==> src/rtl/assert_macros.svh <==
// Assertion macros used by the controller RTL.
`ifndef ASSERT_MACROS_SVH
`define ASSERT_MACROS_SVH

`ifndef ASSERT_OFF
`define RIFC_ASSERT_IMPLY(label, ante, cons) \
  label: assert property (@(posedge clk) disable iff (!rst_n) (ante) |-> (cons)) \
    else $error("rifc check failed");
`define RIFC_ASSERT_NEXT(label, ante, cons) \
  label: assert property (@(posedge clk) disable iff (!rst_n) (ante) |=> (cons)) \
    else $error("rifc check failed");
`else
`define RIFC_ASSERT_IMPLY(label, ante, cons)
`define RIFC_ASSERT_NEXT(label, ante, cons)
`endif

`endif

==> src/rtl/rifc_pkg.sv <==
package rifc_pkg;

  localparam int MASK_W     = 4;
  localparam int DEST_W     = 8;
  localparam int AGE_W      = 16;
  localparam int SLOT_W     = 8;
  localparam int STATES_W   = 8;
  localparam int INJ_RING_W = 2;
  localparam int EJ_CNT_W   = 2;
  localparam int CFG_ADDR_W = 4;
  localparam int CFG_DATA_W = 32;

  localparam int CORE_HEAD_BIT = 0;
  localparam int CORE_TAIL_BIT = 1;

  localparam logic [1:0] REG_STALL_SPACE = 2'd0;
  localparam logic [1:0] REG_EJ_COUNT    = 2'd1;
  localparam logic [1:0] REG_NODE_ID     = 2'd2;

  typedef enum logic [1:0] {
    MODE_IDLE    = 2'd0,
    MODE_FORWARD = 2'd1,
    MODE_INJECT  = 2'd2,
    MODE_EJECT   = 2'd3
  } ring_mode_t;

  typedef struct packed {
    logic eject_cand;
    logic fwd_start;
    logic fwd_cont;
    logic inj_room;
  } lane_info_t;

  typedef struct packed {
    logic [MASK_W-1:0]     forward_mask;
    logic [MASK_W-1:0]     eject_mask;
    logic                  inject_go;
    logic [INJ_RING_W-1:0] inject_ring;
    logic [STATES_W-1:0]   ring_states;
  } step_result_t;

endpackage

==> src/rtl/rifc_if.sv <==
interface rifc_in_if
  import rifc_pkg::*;
();
  logic                    valid;
  logic                    ready;
  logic [MASK_W-1:0]       ring_nonempty;
  logic [MASK_W-1:0]       ring_head;
  logic [MASK_W-1:0]       ring_tail;
  logic [MASK_W-1:0]       ring_full;
  logic [4*DEST_W-1:0]     ring_dest;
  logic [4*AGE_W-1:0]      ring_age;
  logic [4*SLOT_W-1:0]     ring_free_slots;
  logic                    core_valid;
  logic [1:0]              core_flags;
  logic [MASK_W-1:0]       core_ring_mask;
  logic [SLOT_W-1:0]       core_packet_size;

  modport source (
    output valid, ring_nonempty, ring_head, ring_tail, ring_full, ring_dest, ring_age,
           ring_free_slots, core_valid, core_flags, core_ring_mask, core_packet_size,
    input  ready
  );
  modport sink (
    input  valid, ring_nonempty, ring_head, ring_tail, ring_full, ring_dest, ring_age,
           ring_free_slots, core_valid, core_flags, core_ring_mask, core_packet_size,
    output ready
  );
endinterface

interface rifc_out_if
  import rifc_pkg::*;
();
  logic                  valid;
  logic                  ready;
  logic [MASK_W-1:0]     forward_mask;
  logic [MASK_W-1:0]     eject_mask;
  logic                  inject_go;
  logic [INJ_RING_W-1:0] inject_ring;
  logic [STATES_W-1:0]   ring_states;

  modport source (
    output valid, forward_mask, eject_mask, inject_go, inject_ring, ring_states,
    input  ready
  );
  modport sink (
    input  valid, forward_mask, eject_mask, inject_go, inject_ring, ring_states,
    output ready
  );
endinterface

==> src/rtl/rifc_lane.sv <==
module rifc_lane
  import rifc_pkg::*;
(
  input  ring_mode_t        mode,
  input  logic              nonempty,
  input  logic              head,
  input  logic              full,
  input  logic [DEST_W-1:0] dest,
  input  logic [SLOT_W-1:0] free_slots,
  input  logic [DEST_W-1:0] node_id,
  input  logic [SLOT_W-1:0] packet_size,
  input  logic              stall_space,
  output lane_info_t        info
);

  logic hit;
  logic idle;

  assign hit  = (dest == node_id);
  assign idle = (mode == MODE_IDLE);

  assign info.eject_cand = idle & nonempty & head & hit;
  assign info.fwd_start  = idle & nonempty & (~hit | full);
  assign info.fwd_cont   = (mode == MODE_FORWARD) & nonempty;
  assign info.inj_room   = ~nonempty | (stall_space & (free_slots >= packet_size));

endmodule

==> src/rtl/rifc_merge.sv <==
module rifc_merge
  import rifc_pkg::*;
#(
  parameter int RINGS    = 4,
  parameter int EJECTORS = 2
) (
  input  logic                clk,
  input  logic                rst_n,
  input  logic                step_en,
  input  lane_info_t          lane_info [RINGS],
  input  logic [AGE_W-1:0]    age [RINGS],
  input  logic [RINGS-1:0]    nonempty,
  input  logic [RINGS-1:0]    tail,
  input  logic                core_valid,
  input  logic [1:0]          core_flags,
  input  logic [RINGS-1:0]    core_mask,
  input  logic [EJ_CNT_W-1:0] ej_count,
  output ring_mode_t          ring_mode [RINGS],
  output step_result_t        result
);

  localparam int RW     = $clog2(RINGS);
  localparam int EJ_LIM = (EJECTORS < RINGS) ? EJECTORS : RINGS;

  ring_mode_t            mode_r     [RINGS];
  ring_mode_t            mode_nxt   [RINGS];
  logic [EJECTORS-1:0]   ej_busy_r;
  logic [EJECTORS-1:0]   ej_busy_nxt;
  logic [RW-1:0]         ej_ring_r   [EJECTORS];
  logic [RW-1:0]         ej_ring_nxt [EJECTORS];
  logic                  inj_busy_r;
  logic                  inj_busy_nxt;
  logic [RW-1:0]         inj_ring_r;
  logic [RW-1:0]         inj_ring_nxt;

  logic                  beats [RINGS][RINGS];
  logic [EJECTORS-1:0]   ej_en;
  logic [RINGS-1:0]      cand;
  logic [RINGS-1:0]      fwd_start;
  logic [RINGS-1:0]      fwd_cont;
  logic [RINGS-1:0]      room;

  logic [RINGS-1:0]      claim;
  logic [RINGS-1:0]      elig;
  logic [RINGS-1:0]      win;
  logic [RINGS-1:0]      ej;
  logic [EJECTORS-1:0]   ej_rst;
  logic [RINGS-1:0]      ring_rst;
  logic [RINGS-1:0]      fwd_new;
  logic [RINGS-1:0]      fwd;
  logic [RINGS-1:0]      idle_after;
  logic [RINGS-1:0]      inj_cands;
  logic [RINGS-1:0]      pick;
  logic                  go;
  logic [RW-1:0]         gring;
  logic [STATES_W-1:0]   states;

  always_comb begin
    for (int r = 0; r < RINGS; r++) begin
      cand[r]      = lane_info[r].eject_cand;
      fwd_start[r] = lane_info[r].fwd_start;
      fwd_cont[r]  = lane_info[r].fwd_cont;
      room[r]      = lane_info[r].inj_room;
    end
  end

  always_comb begin
    for (int i = 0; i < RINGS; i++) begin
      for (int j = 0; j < RINGS; j++) begin
        beats[i][j] = (age[i] > age[j]) || ((age[i] == age[j]) && (i < j));
      end
    end
  end

  always_comb begin
    for (int e = 0; e < EJECTORS; e++) begin
      ej_en[e] = (e < EJ_LIM) && ({1'b0, ej_count} > 3'(e));
    end
  end

  always_comb begin
    claim       = '0;
    ej          = '0;
    ej_rst      = '0;
    ring_rst    = '0;
    elig        = '0;
    win         = '0;
    ej_busy_nxt = ej_busy_r;
    ej_ring_nxt = ej_ring_r;

    // ejection, one ejector after the other
    for (int e = 0; e < EJECTORS; e++) begin
      if (ej_en[e]) begin
        if (ej_busy_r[e]) begin
          if (nonempty[ej_ring_r[e]]) begin
            ej[ej_ring_r[e]] = 1'b1;
            if (tail[ej_ring_r[e]]) begin
              ej_rst[e]                = 1'b1;
              ring_rst[ej_ring_r[e]] = 1'b1;
            end
          end
        end else begin
          elig = cand & ~claim;
          for (int i = 0; i < RINGS; i++) begin
            win[i] = elig[i];
            for (int j = 0; j < RINGS; j++) begin
              if ((j != i) && elig[j] && !beats[i][j]) begin
                win[i] = 1'b0;
              end
            end
          end
          for (int i = 0; i < RINGS; i++) begin
            if (win[i]) begin
              claim[i]       = 1'b1;
              ej_busy_nxt[e] = 1'b1;
              ej_ring_nxt[e] = RW'(i);
              ej[i]          = 1'b1;
              if (tail[i]) begin
                ej_rst[e]   = 1'b1;
                ring_rst[i] = 1'b1;
              end
            end
          end
        end
      end
    end

    // forwarding
    for (int r = 0; r < RINGS; r++) begin
      fwd_new[r]    = fwd_start[r] & ~claim[r];
      fwd[r]        = fwd_cont[r] | fwd_new[r];
      idle_after[r] = (mode_r[r] == MODE_IDLE) & ~claim[r] & ~fwd_new[r];
      if (fwd[r] && tail[r]) begin
        ring_rst[r] = 1'b1;
      end
    end

    // injection
    go           = 1'b0;
    gring        = inj_ring_r;
    pick         = '0;
    inj_busy_nxt = inj_busy_r;
    inj_ring_nxt = inj_ring_r;
    inj_cands    = core_mask & idle_after & room;
    if (core_valid) begin
      if (inj_busy_r) begin
        go = 1'b1;
      end else if (core_flags[CORE_HEAD_BIT] && (|inj_cands)) begin
        for (int r = RINGS - 1; r >= 0; r--) begin
          if (inj_cands[r]) begin
            gring = RW'(r);
          end
        end
        go           = 1'b1;
        pick         = inj_cands & (~inj_cands + RINGS'(1));
        inj_busy_nxt = 1'b1;
        inj_ring_nxt = gring;
      end
      if (go && core_flags[CORE_TAIL_BIT]) begin
        inj_busy_nxt    = 1'b0;
        inj_ring_nxt    = '0;
        ring_rst[gring] = 1'b1;
      end
    end

    // release at the end of the step
    for (int e = 0; e < EJECTORS; e++) begin
      if (ej_rst[e]) begin
        ej_busy_nxt[e] = 1'b0;
        ej_ring_nxt[e] = '0;
      end
    end

    states = '0;
    for (int r = 0; r < RINGS; r++) begin
      mode_nxt[r] = mode_r[r];
      if (claim[r]) begin
        mode_nxt[r] = MODE_EJECT;
      end
      if (fwd_new[r]) begin
        mode_nxt[r] = MODE_FORWARD;
      end
      if (pick[r]) begin
        mode_nxt[r] = MODE_INJECT;
      end
      if (ring_rst[r]) begin
        mode_nxt[r] = MODE_IDLE;
      end
      states[2*r +: 2] = mode_nxt[r];
    end
  end

  always_ff @(posedge clk) begin
    if (!rst_n) begin
      for (int r = 0; r < RINGS; r++) begin
        mode_r[r] <= MODE_IDLE;
      end
      for (int e = 0; e < EJECTORS; e++) begin
        ej_ring_r[e] <= '0;
      end
      ej_busy_r  <= '0;
      inj_busy_r <= 1'b0;
      inj_ring_r <= '0;
    end else if (step_en) begin
      mode_r     <= mode_nxt;
      ej_busy_r  <= ej_busy_nxt;
      ej_ring_r  <= ej_ring_nxt;
      inj_busy_r <= inj_busy_nxt;
      inj_ring_r <= inj_ring_nxt;
    end
  end

  assign ring_mode           = mode_r;
  assign result.forward_mask = MASK_W'(fwd);
  assign result.eject_mask   = MASK_W'(ej);
  assign result.inject_go    = go;
  assign result.inject_ring  = go ? INJ_RING_W'(gring) : '0;
  assign result.ring_states  = states;

endmodule

==> src/rtl/ring_interface_flit_controller.sv <==
// Latency: a beat accepted at one edge shows its result at the output from the next cycle.
// Throughput: one beat per cycle; the whole step resolves in the accept cycle across the
//   ring lanes and merge stage; an output register lets the next beat in unless stalled.
// Reset: synchronous, active low; all rings idle, ejectors and injector free,
//   stall_space_mode 0, ejector_count 1, node_id 0, output empty.
`include "assert_macros.svh"

module ring_interface_flit_controller
  import rifc_pkg::*;
#(
  parameter int RINGS    = 4,
  parameter int EJECTORS = 2
) (
  input  logic                  clk,
  input  logic                  rst_n,
  rifc_in_if.sink               in_bus,
  rifc_out_if.source            out_bus,
  input  logic                  cfg_psel,
  input  logic                  cfg_penable,
  input  logic                  cfg_pwrite,
  input  logic [CFG_ADDR_W-1:0] cfg_paddr,
  input  logic [CFG_DATA_W-1:0] cfg_pwdata,
  output logic [CFG_DATA_W-1:0] cfg_prdata,
  output logic                  cfg_pready
);

  logic                stall_space_r;
  logic [EJ_CNT_W-1:0] ej_count_r;
  logic [DEST_W-1:0]   node_id_r;
  logic                cfg_wr;

  logic                in_fire;
  logic                out_valid_r;
  step_result_t        result_r;
  step_result_t        step_res;

  lane_info_t          lane_info [RINGS];
  logic [AGE_W-1:0]    age       [RINGS];
  ring_mode_t          ring_mode [RINGS];

  // configuration
  assign cfg_pready = 1'b1;
  assign cfg_wr     = cfg_psel & cfg_penable & cfg_pwrite & cfg_pready;

  always_ff @(posedge clk) begin
    if (!rst_n) begin
      stall_space_r <= 1'b0;
      ej_count_r    <= EJ_CNT_W'(1);
      node_id_r     <= '0;
    end else if (cfg_wr) begin
      case (cfg_paddr[3:2])
        REG_STALL_SPACE: stall_space_r <= cfg_pwdata[0];
        REG_EJ_COUNT:    ej_count_r    <= cfg_pwdata[EJ_CNT_W-1:0];
        REG_NODE_ID:     node_id_r     <= cfg_pwdata[DEST_W-1:0];
        default: ;
      endcase
    end
  end

  always_comb begin
    case (cfg_paddr[3:2])
      REG_STALL_SPACE: cfg_prdata = CFG_DATA_W'(stall_space_r);
      REG_EJ_COUNT:    cfg_prdata = CFG_DATA_W'(ej_count_r);
      REG_NODE_ID:     cfg_prdata = CFG_DATA_W'(node_id_r);
      default:         cfg_prdata = '0;
    endcase
  end

  // handshake
  assign in_bus.ready = ~out_valid_r | out_bus.ready;
  assign in_fire      = in_bus.valid & in_bus.ready;

  for (genvar r = 0; r < RINGS; r++) begin : g_lane
    assign age[r] = in_bus.ring_age[AGE_W*r +: AGE_W];

    rifc_lane u_lane (
      .mode        (ring_mode[r]),
      .nonempty    (in_bus.ring_nonempty[r]),
      .head        (in_bus.ring_head[r]),
      .full        (in_bus.ring_full[r]),
      .dest        (in_bus.ring_dest[DEST_W*r +: DEST_W]),
      .free_slots  (in_bus.ring_free_slots[SLOT_W*r +: SLOT_W]),
      .node_id     (node_id_r),
      .packet_size (in_bus.core_packet_size),
      .stall_space (stall_space_r),
      .info        (lane_info[r])
    );
  end

  rifc_merge #(
    .RINGS    (RINGS),
    .EJECTORS (EJECTORS)
  ) u_merge (
    .clk        (clk),
    .rst_n      (rst_n),
    .step_en    (in_fire),
    .lane_info  (lane_info),
    .age        (age),
    .nonempty   (in_bus.ring_nonempty[RINGS-1:0]),
    .tail       (in_bus.ring_tail[RINGS-1:0]),
    .core_valid (in_bus.core_valid),
    .core_flags (in_bus.core_flags),
    .core_mask  (in_bus.core_ring_mask[RINGS-1:0]),
    .ej_count   (ej_count_r),
    .ring_mode  (ring_mode),
    .result     (step_res)
  );

  // output register
  always_ff @(posedge clk) begin
    if (!rst_n) begin
      out_valid_r <= 1'b0;
    end else if (in_fire) begin
      out_valid_r <= 1'b1;
    end else if (out_bus.ready) begin
      out_valid_r <= 1'b0;
    end
  end

  always_ff @(posedge clk) begin
    if (in_fire) begin
      result_r <= step_res;
    end
  end

  assign out_bus.valid        = out_valid_r;
  assign out_bus.forward_mask = result_r.forward_mask;
  assign out_bus.eject_mask   = result_r.eject_mask;
  assign out_bus.inject_go    = result_r.inject_go;
  assign out_bus.inject_ring  = result_r.inject_ring;
  assign out_bus.ring_states  = result_r.ring_states;

  `RIFC_ASSERT_NEXT(a_fire_fills_out, in_fire, out_valid_r)
  `RIFC_ASSERT_IMPLY(a_no_overwrite, in_fire, !out_valid_r || out_bus.ready)
  `RIFC_ASSERT_IMPLY(a_fwd_ej_disjoint, in_fire, (step_res.forward_mask & step_res.eject_mask) == '0)

endmodule

==> src/flat_wrapper.sv <==
// flat-port wrapper written by rule: the top's interface ports become plain ports
module ring_interface_flit_controller_flat import rifc_pkg::*;
#(
  parameter int RINGS    = 4,
  parameter int EJECTORS = 2
)
  (clk, rst_n, cfg_psel, cfg_penable, cfg_pwrite, cfg_paddr, cfg_pwdata, cfg_prdata, cfg_pready, in_bus_valid, in_bus_ring_nonempty, in_bus_ring_head, in_bus_ring_tail, in_bus_ring_full, in_bus_ring_dest, in_bus_ring_age, in_bus_ring_free_slots, in_bus_core_valid, in_bus_core_flags, in_bus_core_ring_mask, in_bus_core_packet_size, in_bus_ready, out_bus_valid, out_bus_forward_mask, out_bus_eject_mask, out_bus_inject_go, out_bus_inject_ring, out_bus_ring_states, out_bus_ready);
  rifc_in_if in_bus_i ();
  rifc_out_if out_bus_i ();
  input  logic clk;
  input  logic rst_n;
  input  logic cfg_psel;
  input  logic cfg_penable;
  input  logic cfg_pwrite;
  input  logic [CFG_ADDR_W-1:0] cfg_paddr;
  input  logic [CFG_DATA_W-1:0] cfg_pwdata;
  output logic [CFG_DATA_W-1:0] cfg_prdata;
  output logic cfg_pready;
  input wire logic [$bits(in_bus_i.valid)-1:0] in_bus_valid;
  input wire logic [$bits(in_bus_i.ring_nonempty)-1:0] in_bus_ring_nonempty;
  input wire logic [$bits(in_bus_i.ring_head)-1:0] in_bus_ring_head;
  input wire logic [$bits(in_bus_i.ring_tail)-1:0] in_bus_ring_tail;
  input wire logic [$bits(in_bus_i.ring_full)-1:0] in_bus_ring_full;
  input wire logic [$bits(in_bus_i.ring_dest)-1:0] in_bus_ring_dest;
  input wire logic [$bits(in_bus_i.ring_age)-1:0] in_bus_ring_age;
  input wire logic [$bits(in_bus_i.ring_free_slots)-1:0] in_bus_ring_free_slots;
  input wire logic [$bits(in_bus_i.core_valid)-1:0] in_bus_core_valid;
  input wire logic [$bits(in_bus_i.core_flags)-1:0] in_bus_core_flags;
  input wire logic [$bits(in_bus_i.core_ring_mask)-1:0] in_bus_core_ring_mask;
  input wire logic [$bits(in_bus_i.core_packet_size)-1:0] in_bus_core_packet_size;
  output wire logic [$bits(in_bus_i.ready)-1:0] in_bus_ready;
  output wire logic [$bits(out_bus_i.valid)-1:0] out_bus_valid;
  output wire logic [$bits(out_bus_i.forward_mask)-1:0] out_bus_forward_mask;
  output wire logic [$bits(out_bus_i.eject_mask)-1:0] out_bus_eject_mask;
  output wire logic [$bits(out_bus_i.inject_go)-1:0] out_bus_inject_go;
  output wire logic [$bits(out_bus_i.inject_ring)-1:0] out_bus_inject_ring;
  output wire logic [$bits(out_bus_i.ring_states)-1:0] out_bus_ring_states;
  input wire logic [$bits(out_bus_i.ready)-1:0] out_bus_ready;
  assign in_bus_i.valid = in_bus_valid;
  assign in_bus_i.ring_nonempty = in_bus_ring_nonempty;
  assign in_bus_i.ring_head = in_bus_ring_head;
  assign in_bus_i.ring_tail = in_bus_ring_tail;
  assign in_bus_i.ring_full = in_bus_ring_full;
  assign in_bus_i.ring_dest = in_bus_ring_dest;
  assign in_bus_i.ring_age = in_bus_ring_age;
  assign in_bus_i.ring_free_slots = in_bus_ring_free_slots;
  assign in_bus_i.core_valid = in_bus_core_valid;
  assign in_bus_i.core_flags = in_bus_core_flags;
  assign in_bus_i.core_ring_mask = in_bus_core_ring_mask;
  assign in_bus_i.core_packet_size = in_bus_core_packet_size;
  assign in_bus_ready = in_bus_i.ready;
  assign out_bus_valid = out_bus_i.valid;
  assign out_bus_forward_mask = out_bus_i.forward_mask;
  assign out_bus_eject_mask = out_bus_i.eject_mask;
  assign out_bus_inject_go = out_bus_i.inject_go;
  assign out_bus_inject_ring = out_bus_i.inject_ring;
  assign out_bus_ring_states = out_bus_i.ring_states;
  assign out_bus_i.ready = out_bus_ready;
  ring_interface_flit_controller #(.RINGS(RINGS), .EJECTORS(EJECTORS)) u_core (.clk(clk), .rst_n(rst_n), .in_bus(in_bus_i), .out_bus(out_bus_i), .cfg_psel(cfg_psel), .cfg_penable(cfg_penable), .cfg_pwrite(cfg_pwrite), .cfg_paddr(cfg_paddr), .cfg_pwdata(cfg_pwdata), .cfg_prdata(cfg_prdata), .cfg_pready(cfg_pready));
endmodule
==> config.mk <==
export PLATFORM = sky130hd
export DESIGN_NAME = ring_interface_flit_controller_flat
export DESIGN_NICKNAME = d
export VERILOG_FILES = /design/src/rtl/rifc_pkg.sv /design/src/rtl/rifc_if.sv /design/src/rtl/rifc_lane.sv /design/src/rtl/rifc_merge.sv /design/src/rtl/ring_interface_flit_controller.sv /design/src/flat_wrapper.sv
export VERILOG_INCLUDE_DIRS = /design/src /design/src/rtl
export SDC_FILE = /design/constraint.sdc
export NUM_CORES = 1
export LEC_CHECK = 0
export BUFFER_PORTS_ARGS = -buffer_cell sky130_fd_sc_hd__buf_4
export CORE_AREA = 2 2 156 188
export CTS_CLUSTER_DIAMETER = 80
export DETAILED_ROUTE_END_ITERATION = 8
export DIE_AREA = 0 0 158 190
export PLACE_DENSITY_LB_ADDON = 0.3
export SYNTH_ARGS = -nofsm -noshare
export SYNTH_HDL_FRONTEND = slang
export SYNTH_SLANG_ARGS = --single-unit
==> constraint.sdc <==
create_clock -name clk -period 3.7 [get_ports clk]
set_clock_uncertainty 0.15 [all_clocks]
set_input_delay 0.555 -clock clk [delete_from_list [all_inputs] [get_ports clk]]
set_output_delay 0.555 -clock clk [all_outputs]
set_load 0.01 [all_outputs]
==> results.md, run 1 <==
- Status: finished, violations left
- Failing checks: negative setup slack
- Leakage: 5.063 nW
- Pwr Total: 0.001909 W
- First-pass GRT wire length: 39,530 microns
- Detailed Place HPWL: 22,090 microns
- GRT overflow: 0
- Residual DRC count: 0
- Vias: 7,528
- Slowest cell on crit path: or4_4
- Die ar.: 0.03002 sq mm
- Max stage delay on crit path: 0.52 ns
- Row cnt: 68
- Placeable Area: 0.02842 sq mm
- Flops & latches, synth: 48
- Worst slew pin tran: 0.6410 ns
- Post-route cell area: 0.01079 sq mm
- First-pass iteration count of the detailed router: 5
- Area leader, netlist: ha_1
- Commonest non-fill, non-tap cell in the layout: buf_4
- Number of antenna violations at the first check in global routing: 0
- Syn-to-layout area delta: 54.92%
- Initial Util: 0.2450
- RSZ-0062 raised after global routing: yes
- Crit path DAT: 3.87 ns
- Setup CP Type: input port to flip-flop
- # H-tree levels: 2
- Top FF cell, synth: dfxtp_1
- Max-cap violations: 0
- Cells after Synth: 857
- Height of the die: 190 microns
- Clk sinks: 48
- GP Congestion: 0.8686
- Crit-path cells: buf_6, clkinvlp_4, ha_4, nand4_1, a2111o_1, a31oi_4, a21oi_2, o31a_1, or4_4, a31o_1, o221a_4, o41ai_4, nor2_1
- Post-synth ARST share: 0
- Max-slew headroom: 0.5726
- Cell family with most CP delay: compound AO/OA/AOI/OAI gates
- Avg Inst Size Synth: 8.123 sq um
- Most frequent cells in the layout: buf_4, ha_1, nand2_1
- Tot GR Track Use: 0.1680
- Netlist Area Pre-Place: 0.006962 sq mm
- N_diodes: 0
- Final wirelength: 25,560 microns
- Die width: 158 microns
- DR iter-0 viols: 286
- Yosys top cell area share: 0.2301
- Worst-Skew Late Latency: 0.30 ns
- Clk pin slew, worst setup/hold paths: 0.07 ns
- Final Max Tran Viols: 0
- Worst Setup Start Kind: input port
- Layout cell share with drive strength beyond 1: 0.4000
- Seq/Total Area, Yosys: 0.1653
- Crit. End Element: flip-flop
- Top-Level Pins: 256
- Netlist cell types: 94
- EDFF count, synth: 19
- Period utilization: 1.072
- Number of global-route vias before repair: 7,593
- Buf+Inv Stages, Crit Path: 2
- Final hold vios: 0
- Max Clk Rate: 252.0 MHz
- Antenna-violating nets left: 0
- CTS hold repair buffers: 0
- CTS tree: yes
- Worst setup margin: -0.2675 ns
- Critical path peak fanout: 5
- DR WL/cell: 16.03 microns
- PD cells: 177.0 mW/mm^2
- Worst endpoint required time: 3.60 ns
- Clock tree root driver cell: clkbuf_16
- Placed inst area: 0.009950 sq mm
- Vias per cell: 4.720
- Largest net degree at the start of global routing: 26
- Port bufs: 204
- # nets final: 1,539
- Setup violations, final: 20
- Clock buffer depth: 2
- Area contributors post-synth: ha_1, dfxtp_1, edfxtp_1
- Tightest Hold Check Type: flip-flop to flip-flop
- Yosys warns: 0
- Max VDD drop: 154.2 uV
- Num CTS Buffers: 5
- Min Tclk post-route: 3.967 ns
[registers in the layout, summed over array words and instances, names as in the netlist]
| register | cells |
|---|---|
| u_core.out_bus.forward_mask | 4 |
| u_core.out_bus.eject_mask | 4 |
| u_core.u_merge.inj_busy_r | 1 |
| u_core.stall_space_r | 1 |
| u_core.out_bus.inject_ring | 2 |
| u_core.out_bus.ring_states | 8 |
| u_core.out_bus.valid | 1 |
| u_core.node_id_r | 8 |
| u_core.ej_count_r | 2 |
| u_core.u_merge.inj_ring_r | 2 |
| u_core.u_merge.ej_busy_r | 2 |
| u_core.out_bus.inject_go | 1 |
| u_core.u_merge.ring_mode | 8 |
| u_core.u_merge.ej_ring_r | 4 |
[cells by family after synthesis]
group | share of synthesized area
and+or+nand+nor | 0.2247
AOI/OAI and AO/OA | 0.2263
adders and majority gates | 0.2301
buffers and inverters | 0.08429
DFF | 0.1653
xor gates and xnor gates | 0.04134
muxes | 0.02696
other | 0.001079
[final cells by class]
class	count	area (sq um)
Timing Repair Buffer	367	2813
Fill cell	2990	17630
Clock buffer	5	125.1
Clock inverter	3	17.52
Multi-Input combinational cell	711	5908
Inverter	76	289.0
Tap cell	385	481.7
Sequential cell	48	1151
[cells in the mapped netlist (all sizes together), types with 4 or more instances]
cell type	instances
a21o	13
nor3	12
a2111o	4
o31ai	6
o21ai	43
nor2b	18
or4	6
and2	10
o211ai	6
a211oi	8
clkbuf	9
nor4	16
nand2b	12
xor2	24
a311oi	4
nor2	54
mux2i	12
xnor2	8
a21oi	76
and3	6
buf	36
a211o	4
nand2	77
nor3b	5
nand4	29
edfxtp	19
dfxtp	29
nand3b	4
a31oi	12
inv	75
ha	128
nand3	20
o21a	5
[worst paths after layout]
path | slack (ns) | depth (start not counted) | start | endpoint
worst min-delay path | 0.33 | 2 | u_core.u_merge.inj_ring_r[1]$_SDFFE_PN0P_ | u_core.u_merge.inj_ring_r[1]$_SDFFE_PN0P_
worst min register to register | 0.33 | 2 | u_core.u_merge.inj_ring_r[1]$_SDFFE_PN0P_ | u_core.u_merge.inj_ring_r[1]$_SDFFE_PN0P_
worst max-delay path | -0.27 | 13 | in_bus_ring_age[11] | u_core.out_bus.ring_states[2]$_DFFE_PP_
worst max register to register | -0.04 | 12 | u_core.node_id_r[7]$_SDFFE_PN0P_ | u_core.out_bus.ring_states[2]$_DFFE_PP_
[tightest hold or removal path, cell delays in order, from the launching register on]
cell and delay, ns:
dfxtp_1 0.32, nand2_1 0.06, a21oi_1 0.06
[power breakdown]
| part | total (W) | internal (W) | switching [W] |
|---|---|---|---|
| sequential | 0.000584 | 0.000571 | 0.0000130 |
| combinational | 0.000857 | 0.000430 | 0.000427 |
| clock | 0.000468 | 0.000250 | 0.000218 |
| total | 0.00191 | 0.00125 | 0.000659 |
[repair_timing]
action | in CTS | in global routing
buffers inserted | 8 | 12
endpoints found under the setup margin | 22 | 28
resized for setup | 23 | 70
cloned | 0 | 0
pin swaps | 21 | 42
[metrics by stage]
step	instances	TNS, ns	utilization	hold slack (ns)	worst slack, ns
final	1595	-3.134	0.3795	0.3258	-0.2675
after global routing	1595	-5.873	0.3795	0.3448	-0.3760
after CTS	1585	-2.212	0.3633	0.3213	-0.1794
after detailed placement	1569	-12.69	0.3501	0.3101	-0.5866
after global placement	1569	-11.24	0.3501	0.3109	-0.5282
after floorplan	880	-0.1826	-	0.2816	-0.04014
[metal layers]
metal | global-route usage | wire (microns) | part of all wire
met5 | 0 | 0 | 0
met4 | 0.05059 | 657 | 0.026
met3 | 0.01845 | 933 | 0.036
met2 | 0.3135 | 13470 | 0.53
met1 | 0.1991 | 10500 | 0.41
No activity file was read; power rests on OpenSTA's default activity.
==> inputs of run 2 (changes only) <==
- CAP_MARGIN: not set -> 20
- CTS_BUF_LIST: not set -> sky130_fd_sc_hd__clkbuf_8
==> run 2 against run 1 <==
Compared with the run above: combinational power decreased by 2.5%; critical path depth decreased by 1; the flow still finishes with violations (negative setup slack); critical endpoint unchanged; clock power decreased by 28%; non-clock buffer count increased by 1; routed wire length decreased by 0.31%.
==> results.md, run 2 (same netlist as run 1, synthesis figures left out) <==
- N_diodes: 0 (unchanged)
- Port bufs: 204 (unchanged)
- Most frequent cells in the layout: buf_4, ha_1, nand2_1
- Crit. End Element: flip-flop
- Die ar.: 0.03002 sq mm (unchanged)
- Setup violations, final: 19 (-5.0%)
- Worst endpoint required time: 3.64 ns (+0.04 ns)
- Largest net degree at the start of global routing: 26 (unchanged)
- GRT Max-Usage Layer: met2
- GP Congestion: 0.8686 (unchanged)
- First-pass iteration count of the detailed router: 5 (unchanged)
- Cell family with most CP delay: simple AND/OR/NAND/NOR gates
- Initial Util: 0.2450 (unchanged)
- Final hold vios: 0 (unchanged)
- Worst slew pin tran: 0.6054 ns (-0.03558 ns)
- Syn-to-layout area delta: 51.22%
- Slowest cell on crit path: or4_4
- RSZ-0062 raised after global routing: yes
- Residual DRC count: 0 (unchanged)
- Buf+Inv Stages, Crit Path: 2 (unchanged)
- Period utilization: 1.048 (-0.02468)
- Detailed Place HPWL: 22,090 microns (unchanged)
- Vias per cell: 4.734 (+0.30%)
- Max-slew headroom: 0.5964 (+0.02372)
- GRT met2 Usage: 0.3109 (-0.002676)
- Layout cell share with drive strength beyond 1: 0.3840 (-0.01602)
- DR iter-0 viols: 262 (-8.4%)
- Tot GR Track Use: 0.1687 (+0.0007132)
- Clock buffer depth: 2 (unchanged)
- PD cells: 167.0 mW/mm^2 (-5.7%)
- # nets final: 1,540 (+0.065%)
- Crit path top cell by count: buf_4
- CTS tree: yes
- DR WL/cell: 15.97 microns (-0.38%)
- Die width: 158 microns (unchanged)
- Crit-path cells: buf_4, ha_1, nand4_1, or4_4, nand3_1, a21boi_2, buf_4, or4_1, a31o_1, o221a_4, o41ai_4, nor2_1
- Fin Setup TNS: -1.881 ns (+1.254 ns)
- Leakage: 5.016 nW (-0.92%)
- Final wirelength: 25,480 microns (-0.31%)
- Tightest Hold Check Type: input port to flip-flop
- Max stage delay on crit path: 0.60 ns (+0.08 ns)
- Hold_ws: 0.3010 ns (-0.02479 ns)
- Row cnt: 68 (unchanged)
- Global-route met3 utilization: 0.01891 (+0.0004556)
- Num CTS Buffers: 5 (unchanged)
- Crit path DAT: 3.81 ns (-0.06 ns)
- Vias: 7,555 (+0.36%)
- Antenna-violating nets left: 0 (unchanged)
- M1 GR Usage: 0.1992 (about the same)
- Worst-Skew Late Latency: 0.33 ns (+0.03 ns)
- Max Clk Rate: 258.0 MHz (+2.4%)
- Placed inst area: 0.009950 sq mm (unchanged)
- Number of antenna violations at the first check in global routing: 0 (unchanged)
- Max VDD drop: 140.9 uV (-8.6%)
- Status: finished, violations left
- GRT overflow: 0 (unchanged)
- Worst setup margin: -0.1762 ns (+0.09132 ns)
- First-pass GRT wire length: 39,650 microns (+0.30%)
- Worst Setup Start Kind: input port
- Height of the die: 190 microns (unchanged)
- Post-route cell area: 0.01053 sq mm (-2.4%)
- Clk pin slew, worst setup/hold paths: 0.10 ns (+0.03 ns)
- Critical path peak fanout: 4 (-1)
- Placeable Area: 0.02842 sq mm (unchanged)
- Top-Level Pins: 256 (unchanged)
- Number of global-route vias before repair: 7,648 (+0.72%)
- Max-cap violations: 0 (unchanged)
- # H-tree levels: 2 (unchanged)
- Min Tclk post-route: 3.876 ns (-0.09132 ns)
- Setup CP Type: input port to flip-flop
- Final Max Tran Viols: 0 (unchanged)
- Clk sinks: 48 (unchanged)
- Place WS: -0.5866 ns (unchanged)
- Clock tree root driver cell: clkbuf_8
- Failing checks: negative setup slack
- Commonest non-fill, non-tap cell in the layout: buf_4
## run 2: cell types whose count changed in the layout (fill, tap and decap cells not counted), moves of 3 or more
cell / delta
buf_4: +10
buf_6: -9
clkbuf_16: -5
clkbuf_8: +5
inv_1: +3
## run 2: worst reg2reg max path: stages, from the launching register on
cell      delay, ns
dfxtp_1        0.39
buf_4          0.17
xor2_2         0.18
nor4_4         0.26
buf_4          0.17
nand4b_1       0.14
a31oi_4        0.19
nor2_1         0.11
o21a_1         0.22
or4_4          0.54
a31o_1         0.20
o221a_4        0.24
o41ai_4        0.42
nor2_1         0.09
## run 2: repair_timing
action / 4_1_cts / 5_1_grt
buffers inserted: 11 / 8
resized for setup: 33 / 18
hold buffers: 0 / 0
setup endpoints to repair: 22 / 27
pin swaps: 22 / 18
## run 2: final timing paths
kind,endpoint,slack [ns],start,depth (start not counted)
worst min register to register,u_core.u_merge.inj_ring_r[1]$_SDFFE_PN0P_,0.32,u_core.u_merge.inj_ring_r[1]$_SDFFE_PN0P_,2
worst min-delay path,u_core.node_id_r[2]$_SDFFE_PN0P_,0.30,cfg_pwdata[2],3
worst max-delay path,u_core.out_bus.ring_states[2]$_DFFE_PP_,-0.18,in_bus_ring_age[63],12
worst max register to register,u_core.out_bus.ring_states[2]$_DFFE_PP_,0,u_core.node_id_r[6]$_SDFFE_PN0P_,13
## run 2: per-stage QoR
stage / total power (W) / std cells / util
final: 0.001758 / 1596 / 0.3705
after global placement: 0.001376 / 1569 / 0.3501
after global routing: 0.001893 / 1596 / 0.3705
after CTS: 0.001764 / 1588 / 0.3643
after detailed placement: 0.001388 / 1569 / 0.3501
after floorplan: 0.001000 / 880 / -
## run 2: cell type report
class                           count  area, sq um
Timing Repair Buffer              368         2786
Clock buffer                        5        68.82
Clock inverter                      3        17.52
Inverter                           76        285.3
Multi-Input combinational cell    711         5737
Tap cell                          385        481.7
Sequential cell                    48         1151
Fill cell                        3009        17890
## run 2: power by group
part	leakage [nW]	internal [W]	switching (W)	total [W]
clock network	0.0460	0.000133	0.000206	0.000338
registers	0.424	0.000571	0.0000130	0.000584
logic	4.55	0.000421	0.000415	0.000836
## run 2: metal layers
| metal | vias up | part of all wire |
|---|---|---|
| met5 | - | 0 |
| met4 | 0 | 0.033 |
| met3 | 38 | 0.036 |
| met2 | 193 | 0.52 |
| met1 | 3494 | 0.41 |
| li1 | 3830 | - |
